[src/hw/rtl/assert_macros.svh]
// Assertion helpers included by the interpolator RTL.
`ifndef ASSERT_MACROS_SVH
`define ASSERT_MACROS_SVH

// Same-cycle implication, checked while out of reset.
`define TTI_ASSERT_IMP(lbl, clk_s, rst_s, ante, cons) \
	lbl: assert property (@(posedge clk_s) disable iff (!rst_s) (ante) |-> (cons)) \
		else $error("assertion failed");

// Next-cycle implication, checked while out of reset.
`define TTI_ASSERT_NXT(lbl, clk_s, rst_s, ante, cons) \
	lbl: assert property (@(posedge clk_s) disable iff (!rst_s) (ante) |=> (cons)) \
		else $error("assertion failed");

`endif

[src/hw/rtl/tti_pkg.sv]
`timescale 1ns / 1ps
package tti_pkg;

	localparam int ADC_W      = 16;
	localparam int TEMP_W     = 16;
	localparam int STEP_W     = 10;
	localparam int CFG_IDX_W  = 2;
	localparam int CFG_DATA_W = 16;
	localparam int STATUS_W   = 2;
	localparam int PROD_W     = STEP_W + ADC_W;
	localparam int SUM_W      = PROD_W + 2;

	localparam logic KIND_LOAD    = 1'b0;
	localparam logic KIND_CONVERT = 1'b1;

	localparam logic [CFG_IDX_W-1:0] REG_TABLE_START    = 2'd0;
	localparam logic [CFG_IDX_W-1:0] REG_TABLE_STEP     = 2'd1;
	localparam logic [CFG_IDX_W-1:0] REG_RANGE_FLAGGING = 2'd2;

	localparam logic [STATUS_W-1:0] STATUS_IN_RANGE = 2'd0;
	localparam logic [STATUS_W-1:0] STATUS_BELOW    = 2'd1;
	localparam logic [STATUS_W-1:0] STATUS_ABOVE    = 2'd2;

	localparam logic signed [SUM_W-1:0]  SUM_MAX  = SUM_W'(32767);
	localparam logic signed [SUM_W-1:0]  SUM_MIN  = SUM_W'(-32768);
	localparam logic signed [TEMP_W-1:0] TEMP_MAX = 16'sh7FFF;
	localparam logic signed [TEMP_W-1:0] TEMP_MIN = 16'sh8000;

	typedef enum logic [3:0] {
		S_IDLE,
		S_CHK_LAST,
		S_CHK_FIRST,
		S_SEARCH,
		S_LO,
		S_HI,
		S_MUL,
		S_DIV_GO,
		S_DIV_WAIT,
		S_POINT,
		S_SUM
	} tti_state_t;

	typedef struct packed {
		logic busy;
		logic done;
	} div_stat_t;

endpackage

[src/hw/rtl/tti_divider.sv]
`timescale 1ns / 1ps
module tti_divider #(
	parameter int DEN_W = 16
) (
	input  logic                            clk,
	input  logic                            arst_n,
	input  logic                            start,
	input  logic [tti_pkg::STEP_W+DEN_W:0]  numer,
	input  logic [DEN_W-1:0]                denom,
	output logic [tti_pkg::STEP_W-1:0]      quotient,
	output tti_pkg::div_stat_t              stat
);
	import tti_pkg::*;

	localparam int CNT_W = $clog2(STEP_W);
	localparam logic [CNT_W-1:0] CNT_LAST = CNT_W'(STEP_W - 1);

	logic             busy_q;
	logic             done_q;
	logic [CNT_W-1:0] cnt_q;
	logic [DEN_W:0]   rem_q;
	logic [STEP_W-1:0] quo_q;
	logic [DEN_W-1:0] den_q;

	logic [DEN_W+2:0] cat;
	logic [DEN_W+2:0] trial;
	logic             ge;

	// Quotient is known to fit STEP_W bits, so the top of the numerator
	// already sits below the divisor and only STEP_W bits need resolving.
	always_comb begin
		cat   = {1'b0, rem_q, quo_q[STEP_W-1]};
		trial = cat - (DEN_W + 3)'(den_q);
		ge    = !trial[DEN_W+2];
	end

	always_ff @(posedge clk or negedge arst_n) begin
		if (!arst_n) begin
			busy_q <= 1'b0;
			done_q <= 1'b0;
			cnt_q  <= '0;
		end else begin
			done_q <= 1'b0;
			if (start) begin
				busy_q <= 1'b1;
				cnt_q  <= '0;
			end else if (busy_q) begin
				cnt_q <= cnt_q + CNT_W'(1);
				if (cnt_q == CNT_LAST) begin
					busy_q <= 1'b0;
					done_q <= 1'b1;
				end
			end
		end
	end

	always_ff @(posedge clk) begin
		if (start) begin
			rem_q <= numer[STEP_W+DEN_W:STEP_W];
			quo_q <= numer[STEP_W-1:0];
			den_q <= denom;
		end else if (busy_q) begin
			rem_q <= ge ? trial[DEN_W:0] : cat[DEN_W:0];
			quo_q <= {quo_q[STEP_W-2:0], ge};
		end
	end

	assign quotient  = quo_q;
	assign stat.busy = busy_q;
	assign stat.done = done_q;

endmodule

[src/hw/rtl/thermistor_table_interpolator_unit.sv]
`timescale 1ns / 1ps
// Thermistor table interpolator: turns an ADC reading into a temperature using a descending
// table of TABLE_DEPTH readings, entry i standing for table_start + i * table_step. A load item
// (kind 0) writes one entry and gives no result; every entry must be loaded before the first
// conversion. A convert item (kind 1) clamps readings beyond either end of the table to the end
// temperature (reported in status when range_flagging is set), otherwise binary-searches the
// bracketing pair and interpolates with a rounded division. Input ready is low while a
// conversion runs. The last entry is checked before the first. Interpolation does one table
// read per search step and runs a ten-step restoring divider. A result waits in an output
// register; new items are taken meanwhile, but a following conversion holds in S_SUM until
// the register is free.
`include "assert_macros.svh"

module thermistor_table_interpolator_unit #(
	parameter int TABLE_DEPTH = 32,
	parameter int ENTRY_WIDTH = 16
) (
	input  logic                              clk,
	input  logic                              arst_n,
	input  logic                              in_valid,
	output logic                              in_ready,
	input  logic                              kind,
	input  logic [4:0]                        entry_index,
	input  logic [tti_pkg::ADC_W-1:0]         adc_value,
	output logic                              out_valid,
	input  logic                              out_ready,
	output logic signed [tti_pkg::TEMP_W-1:0] temperature,
	output logic [tti_pkg::STATUS_W-1:0]      status,
	input  logic                              cfg_valid,
	output logic                              cfg_ready,
	input  logic [tti_pkg::CFG_IDX_W-1:0]     cfg_index,
	input  logic [tti_pkg::CFG_DATA_W-1:0]    cfg_data
);
	import tti_pkg::*;

	localparam int IW    = $clog2(TABLE_DEPTH);
	localparam int NUM_W = STEP_W + ENTRY_WIDTH + 1;
	localparam logic [IW-1:0] IDX_LAST = IW'(TABLE_DEPTH - 1);
	localparam logic [IW-1:0] IDX_MID0 = IW'((TABLE_DEPTH - 1) / 2);

	// configuration
	logic signed [TEMP_W-1:0] table_start_q;
	logic [STEP_W-1:0]        table_step_q;
	logic                     range_flagging_q;

	// control
	tti_state_t state_q, state_d;
	logic       out_valid_q;
	logic       in_fire;
	logic       mem_we;
	logic [IW-1:0] rd_addr;
	logic       div_start;
	logic       load_result;

	// table store
	logic [ENTRY_WIDTH-1:0] mem [TABLE_DEPTH];
	logic [ENTRY_WIDTH-1:0] rd_data_q;
	logic [IW-1:0]          addr_q;

	// datapath
	logic [ADC_W-1:0]       adc_q;
	logic [IW-1:0]          lo_q, hi_q, pidx_q;
	logic [STATUS_W-1:0]    pend_status_q;
	logic [ENTRY_WIDTH-1:0] vl_q, diff_q, vd_q;
	logic [PROD_W-1:0]      prod_q;
	logic [STEP_W-1:0]      quo_q;
	logic signed [TEMP_W-1:0] temperature_q;
	logic [STATUS_W-1:0]    res_status_q;

	logic [ADC_W-1:0]  ent;
	logic              adc_gt, adc_lt;
	logic [IW-1:0]     nlo, nhi, nmid;
	logic [IW:0]       mid_sum;
	logic              span_more;
	logic [ADC_W-1:0]  mul_b;
	logic [NUM_W-1:0]  div_num;
	logic [STEP_W-1:0] div_quo;
	div_stat_t         div_stat;
	logic signed [SUM_W-1:0]  sum_s;
	logic signed [TEMP_W-1:0] temp_sat;

	assign in_fire   = in_valid && in_ready;
	assign cfg_ready = 1'b1;

	// ---------------------------------------------------------------- configuration
	always_ff @(posedge clk or negedge arst_n) begin
		if (!arst_n) begin
			table_start_q    <= '0;
			table_step_q     <= STEP_W'(10);
			range_flagging_q <= 1'b0;
		end else if (cfg_valid && cfg_ready) begin
			unique case (cfg_index)
				REG_TABLE_START:    table_start_q    <= signed'(cfg_data[TEMP_W-1:0]);
				REG_TABLE_STEP:     table_step_q     <= cfg_data[STEP_W-1:0];
				REG_RANGE_FLAGGING: range_flagging_q <= cfg_data[0];
				default: ;
			endcase
		end
	end

	// ---------------------------------------------------------------- table store
	assign mem_we = in_fire && (kind == KIND_LOAD)
		&& ({27'b0, entry_index} < 32'(TABLE_DEPTH));

	always_ff @(posedge clk) begin
		if (mem_we) begin
			mem[IW'(entry_index)] <= adc_value[ENTRY_WIDTH-1:0];
		end
		rd_data_q <= mem[rd_addr];
		addr_q    <= rd_addr;
	end

	// ---------------------------------------------------------------- compare and search step
	always_comb begin
		ent       = ADC_W'(rd_data_q);
		adc_gt    = adc_q > ent;
		adc_lt    = adc_q < ent;
		nlo       = adc_gt ? lo_q : addr_q;
		nhi       = adc_gt ? addr_q : hi_q;
		mid_sum   = {1'b0, nlo} + {1'b0, nhi};
		nmid      = mid_sum[IW:1];
		span_more = (nhi - nlo) > IW'(1);
	end

	// ---------------------------------------------------------------- next state
	always_comb begin
		state_d = state_q;
		unique case (state_q)
			S_IDLE:      if (in_fire && kind == KIND_CONVERT) state_d = S_CHK_LAST;
			S_CHK_LAST:  state_d = adc_gt ? S_CHK_FIRST : S_POINT;
			S_CHK_FIRST: begin
				if (!adc_lt)              state_d = S_POINT;
				else if (TABLE_DEPTH > 2) state_d = S_SEARCH;
				else                      state_d = S_LO;
			end
			S_SEARCH:    state_d = span_more ? S_SEARCH : S_LO;
			S_LO:        state_d = adc_lt ? S_HI : S_POINT;
			S_HI:        state_d = (vl_q > rd_data_q) ? S_MUL : S_POINT;
			S_MUL:       state_d = S_DIV_GO;
			S_DIV_GO:    state_d = S_DIV_WAIT;
			S_DIV_WAIT:  if (div_stat.done) state_d = S_POINT;
			S_POINT:     state_d = S_SUM;
			S_SUM:       if (!out_valid_q || out_ready) state_d = S_IDLE;
			default:     state_d = S_IDLE;
		endcase
	end

	// ---------------------------------------------------------------- control outputs
	always_comb begin
		in_ready    = 1'b0;
		rd_addr     = IDX_LAST;
		div_start   = 1'b0;
		load_result = 1'b0;
		unique case (state_q)
			S_IDLE:      in_ready = 1'b1;
			S_CHK_LAST:  rd_addr = '0;
			S_CHK_FIRST: rd_addr = IDX_MID0;
			S_SEARCH:    rd_addr = span_more ? nmid : nlo;
			S_LO:        rd_addr = hi_q;
			S_DIV_GO:    div_start = 1'b1;
			S_SUM:       load_result = !out_valid_q || out_ready;
			default: ;
		endcase
	end

	always_ff @(posedge clk or negedge arst_n) begin
		if (!arst_n) begin
			state_q     <= S_IDLE;
			out_valid_q <= 1'b0;
		end else begin
			state_q <= state_d;
			if (load_result)    out_valid_q <= 1'b1;
			else if (out_ready) out_valid_q <= 1'b0;
		end
	end

	// ---------------------------------------------------------------- datapath
	assign mul_b   = (state_q == S_MUL) ? ADC_W'(diff_q) : ADC_W'(pidx_q);
	assign div_num = NUM_W'(prod_q[STEP_W+ENTRY_WIDTH-1:0]) + NUM_W'(vd_q >> 1);

	always_comb begin
		sum_s = SUM_W'(table_start_q) + signed'({2'b00, prod_q}) - signed'(SUM_W'(quo_q));
		if (sum_s > SUM_MAX)      temp_sat = TEMP_MAX;
		else if (sum_s < SUM_MIN) temp_sat = TEMP_MIN;
		else                      temp_sat = sum_s[TEMP_W-1:0];
	end

	always_ff @(posedge clk) begin
		case (state_q)
			S_IDLE: begin
				if (in_fire) begin
					adc_q         <= adc_value;
					quo_q         <= '0;
					pend_status_q <= STATUS_IN_RANGE;
				end
			end
			S_CHK_LAST: begin
				pidx_q <= IDX_LAST;
				if (range_flagging_q && adc_lt) pend_status_q <= STATUS_BELOW;
			end
			S_CHK_FIRST: begin
				pidx_q <= '0;
				lo_q   <= '0;
				hi_q   <= IDX_LAST;
				if (range_flagging_q && adc_gt) pend_status_q <= STATUS_ABOVE;
			end
			S_SEARCH: begin
				lo_q <= nlo;
				hi_q <= nhi;
			end
			S_LO: begin
				vl_q   <= rd_data_q;
				pidx_q <= lo_q;
			end
			S_HI: begin
				pidx_q <= hi_q;
				diff_q <= ENTRY_WIDTH'(adc_q - ent);
				vd_q   <= vl_q - rd_data_q;
			end
			S_MUL:      prod_q <= PROD_W'(table_step_q * mul_b);
			S_DIV_WAIT: if (div_stat.done) quo_q <= div_quo;
			S_POINT:    prod_q <= PROD_W'(table_step_q * mul_b);
			default: ;
		endcase
		if (load_result) begin
			temperature_q <= temp_sat;
			res_status_q  <= pend_status_q;
		end
	end

	tti_divider #(
		.DEN_W (ENTRY_WIDTH)
	) u_divider (
		.clk      (clk),
		.arst_n   (arst_n),
		.start    (div_start),
		.numer    (div_num),
		.denom    (vd_q),
		.quotient (div_quo),
		.stat     (div_stat)
	);

	assign out_valid   = out_valid_q;
	assign temperature = temperature_q;
	assign status      = res_status_q;

	// ---------------------------------------------------------------- checks
	`TTI_ASSERT_IMP(a_bracket_open, clk, arst_n, state_q == S_SEARCH, hi_q > lo_q + 1)
	`TTI_ASSERT_IMP(a_div_start_ok, clk, arst_n, div_start, vd_q != '0 && !div_stat.busy)
	`TTI_ASSERT_IMP(a_quo_bound, clk, arst_n, div_stat.done, div_quo <= table_step_q)
	`TTI_ASSERT_IMP(a_no_clobber, clk, arst_n, out_valid_q && !out_ready, !load_result)
	`TTI_ASSERT_NXT(a_result_shown, clk, arst_n, load_result, out_valid_q)

endmodule

[config.mk]
export PLATFORM = sky130hd
export DESIGN_NAME = thermistor_table_interpolator_unit
export DESIGN_NICKNAME = d
export VERILOG_FILES = /design/src/hw/rtl/tti_pkg.sv /design/src/hw/rtl/tti_divider.sv /design/src/hw/rtl/thermistor_table_interpolator_unit.sv
export VERILOG_INCLUDE_DIRS = /design/src /design/src/hw/rtl
export SDC_FILE = /design/constraint.sdc
export NUM_CORES = 2
export LEC_CHECK = 0
export ABC_AREA = 1
export BUFFER_PORTS_ARGS = -buffer_cell sky130_fd_sc_hd__buf_2
export CAP_MARGIN = 20
export CORE_ASPECT_RATIO = 0.75
export CORE_MARGIN = 4
export CORE_UTILIZATION = 64
export DETAILED_ROUTE_END_ITERATION = 10
export PLACE_DENSITY = 0.85
export SLEW_MARGIN = 20
export SYNTH_ARGS = -nofsm -noshare
export SYNTH_HDL_FRONTEND = slang
export SYNTH_SLANG_ARGS = --single-unit
[constraint.sdc]
create_clock -name clk -period 7.75 [get_ports clk]
set_input_delay 1.55 -clock clk [delete_from_list [all_inputs] [get_ports clk]]
set_output_delay 1.55 -clock clk [all_outputs]
set_load 0.02 [all_outputs]
==> metrics.yaml <==
status: "finished clean"
ios: 66
synth_nets: 4683
power_frac_comb_pct: 53.1
ys_seq_area_share_pct: 52.9
htree_levels: 3
num_vias: 31676
synth_compound_area_share_pct: 4.72
path_clk_slew_ns: 0.07
clk_path_buf_depth: 3
root_buffer: "clkbuf_16"
nets: 4712
synth_edf_count: 690
die_w_um: 303
die_area_um2: 69400
tns_ns: 0
antenna_left: 0
power.switching_uw: 8890
post-route-util_pct: 70.8
post-route-period-util_pct: 88.2
synthDistinctLibCells: 55
ys_async_sr_fraction_pct: 5.07
p_int_uw: 10100
antenna_found_initial: 1
slew_viol_final: 0
cts_tree: "built"
crit_type: "register to register"
yosysWarnings: 0
route.detailed.drc: 0
critPathMaxFanout: 7
start_util_pct: 65.1
leakagePower_uw: 0.0199
dp_hpwl_um: 73100
switching_share_pct: 46.9
synthSimpleGateAreaFrac_pct: 20.7
viasPerCell: 5.99
yosys.area_share.adder_pct: 11.4
insertion_delay_ns: 0.65
slew_headroom_pct: 24.3
cts-buffers-inserted: 73
grt_pass1_wl_um: 172000
drt_wl_total_um: 111000
layout-drive-gt1-share_pct: 6.26
post_cts_buffers: 0
die_h_um: 229
ys.flop_type: "edfxtp_1"
portBuffers: 64
setup_viol: 0
cp-start-kind: "register"
avgRoutedWirePerCell_um: 21.0
drv_cap: 0
cp.required_ns: 8.11
worstPathArrival_ns: 7.19
cts_resized: 0
skew_ns: 0.0428
fillers: 4367
globalplace.congestion: 0.965
grt_pass1_vias: 30289
rsz0062_at_grt: "no"
pwr_density_cell_nw_per_um2: 418
cts_sinks: 749
fp-row-count: 80
area_growth_syn_to_layout_pct: 8.68
n_antenna_cell: 0
hold_path_class: "register to register"
p_seq_share_pct: 27.4
ys_seq_elements: 749
grt_max_degree: 178
tightest_slew_ns: 1.14
core_area_um2: 64100
setup_ws_ns: 0.915
syn_area_um2: 41700
power_frac_clock_pct: 19.5
max_freq_mhz: 146
layout_min_cycle_time_ns: 6.83
drtIter0Drc: 4722
first_pass_iters: 6
cts_hold_buf: 0
syn_inst: 4333
synth_top_family_by_area: "simple AND/OR/NAND/NOR gates"
grt_use_total_pct: 32.1
synth_xor_xnor_area_share_pct: 1.95
peakVddDrop_mv: 0.560
pre_cts_slack_ns: 1.06
cp-end-kind: "register"
hold_viol_final: 0
avgSynthCellArea_um2: 9.63
grt-ovfl-total: 0
muxShareOfSynthArea_pct: 0
[cells in the final DEF (no fill, tap or decap), drive strengths merged, types with 3 or more instances in the layout]
cell and count:
xor2 59, nor2 232, inv 703, ha 178, o21bai 10, a21o 7
clkinvlp 3, nand2 968, xnor2 34, nor4 5, a31oi 16, o211ai 9
dfrtp 36, a21oi 149, dfxtp 21, o31ai 4, nand4 16, fa 127
a21boi 5, edfxtp 690, clkbuf 101, nor3 22, nand3b 70, o21ai 136
nand3 632, o221ai 3, a221oi 3, o21a 3, bufinv 4, buf 120
o22ai 5, clkinv 26, or2 11
[worst max-delay path: stages, from the launching register on]
cell and delay, ns:
dfrtp_1 0.37, inv_1 0.06, nor2_1 0.16, inv_1 0.15
nor2_1 0.23, inv_1 0.19, or2_2 0.30, o21ai_0 0.33
inv_1 0.31, nand2_1 0.17, fa_1 0.45, fa_1 0.49
inv_1 0.05, fa_1 0.50, fa_1 0.52, fa_1 0.51
ha_1 0.38, a21oi_1 0.20, nor2_1 0.05, o21ai_0 0.14
o211ai_1 0.12, a21oi_1 0.21, o21ai_0 0.16, nand3_1 0.11
nand2_1 0.08, nand3_1 0.08, nand2_1 0.06, xor2_1 0.15
[cells in the mapped netlist (36+ instances only)]
cell type | instances | area (um^2)
nand2_1 | 962 | 3610
inv_1 | 694 | 2610
edfxtp_1 | 690 | 20700
nand3_1 | 630 | 3150
nor2_1 | 227 | 852
ha_1 | 178 | 2230
a21oi_1 | 148 | 741
fa_1 | 127 | 2540
o21ai_0 | 127 | 636
buf_2 | 111 | 556
nand3b_1 | 69 | 518
xor2_1 | 59 | 517
dfrtp_1 | 36 | 901
[logic make-up (layout without fill, tap and decap cells)]
| family | count (synthesis) | count (layout) |
|---|---|---|
| AND/OR/NAND/NOR | 1962 | 1962 |
| buffers and inverters | 867 | 957 |
| flip-flops | 749 | 749 |
| AO/OA/AOI/OAI | 356 | 356 |
| adder cells (fa/ha/maj) | 305 | 305 |
| XOR/XNOR | 93 | 93 |
| other | 1 | 1 |
[per-layer routing]
layer,vias to the layer above,routed length [um],track usage (%),share of wire (%)
met1,14886,44600,48.8,40
met5,-,13,0,0.012
met2,2193,46500,45.2,42
met4,2,2800,8.82,2.5
li1,14363,-,-,-
met3,232,16800,9.65,15
[power groups by stage]
stage	sequential, uW	combinational, uW	clock [uW]
floorplan	5160	6980	0
global placement	5250	9400	0
detailed placement	5260	9670	0
CTS	5180	9780	3690
global route	5210	11000	3880
finish	5200	10100	3690
[stage by stage]
| step | instance area (um^2) | power, uW | hold slack, ns | std cells |
|---|---|---|---|---|
| 2_1_floorplan | 41700 | 12100 | 0.400 | 4333 |
| 3_3_place_gp | 42800 | 14700 | 0.414 | 5148 |
| 3_5_place_dp | 42800 | 14900 | 0.416 | 5148 |
| 4_1_cts | 45400 | 18700 | 0.435 | 5284 |
| 5_1_grt | 45400 | 20100 | 0.442 | 5284 |
| 6_report | 45400 | 19000 | 0.430 | 5284 |
[area by class of cell]
cell class / count / area, um^2 / share of cell area [%]
sequential: 749 / 22100 / 48.7
multi-input combinational: 2717 / 16200 / 35.8
tap: 861 / 1080 / 2.38
inverter: 701 / 2640 / 5.82
timing repair buffer: 120 / 803 / 1.77
clock inverter: 35 / 428 / 0.943
clock buffer: 101 / 2080 / 4.58
[path summary, 6_finish.rpt]
kind                              endpoint  slack, ns       start  depth (start not counted)
setup reg to reg                prod_q[22]       0.92  state_q[2]                         27
min in group asynchronous        out_valid       1.05      arst_n                          1
setup / recovery                prod_q[22]       0.92  state_q[2]                         27
max in group asynchronous  table_step_q[6]       6.07      arst_n                          1
hold reg to reg                   vl_q[12]       0.43     ent[12]                          0
hold / removal                    vl_q[12]       0.43     ent[12]                          0
[sequential cells by signal (all words and copies together), names as in the netlist, 10 cells and up]
name	flops
quo_q	10
ent	16
temperature	16
table_start_q	16
diff_q	16
mem	512
vd_q	16
adc_q	16
vl_q	16
u_divider.den_q	16
table_step_q	10
u_divider.quotient	10
u_divider.rem_q	17
prod_q	26
(Power assumes the default switching activity.)
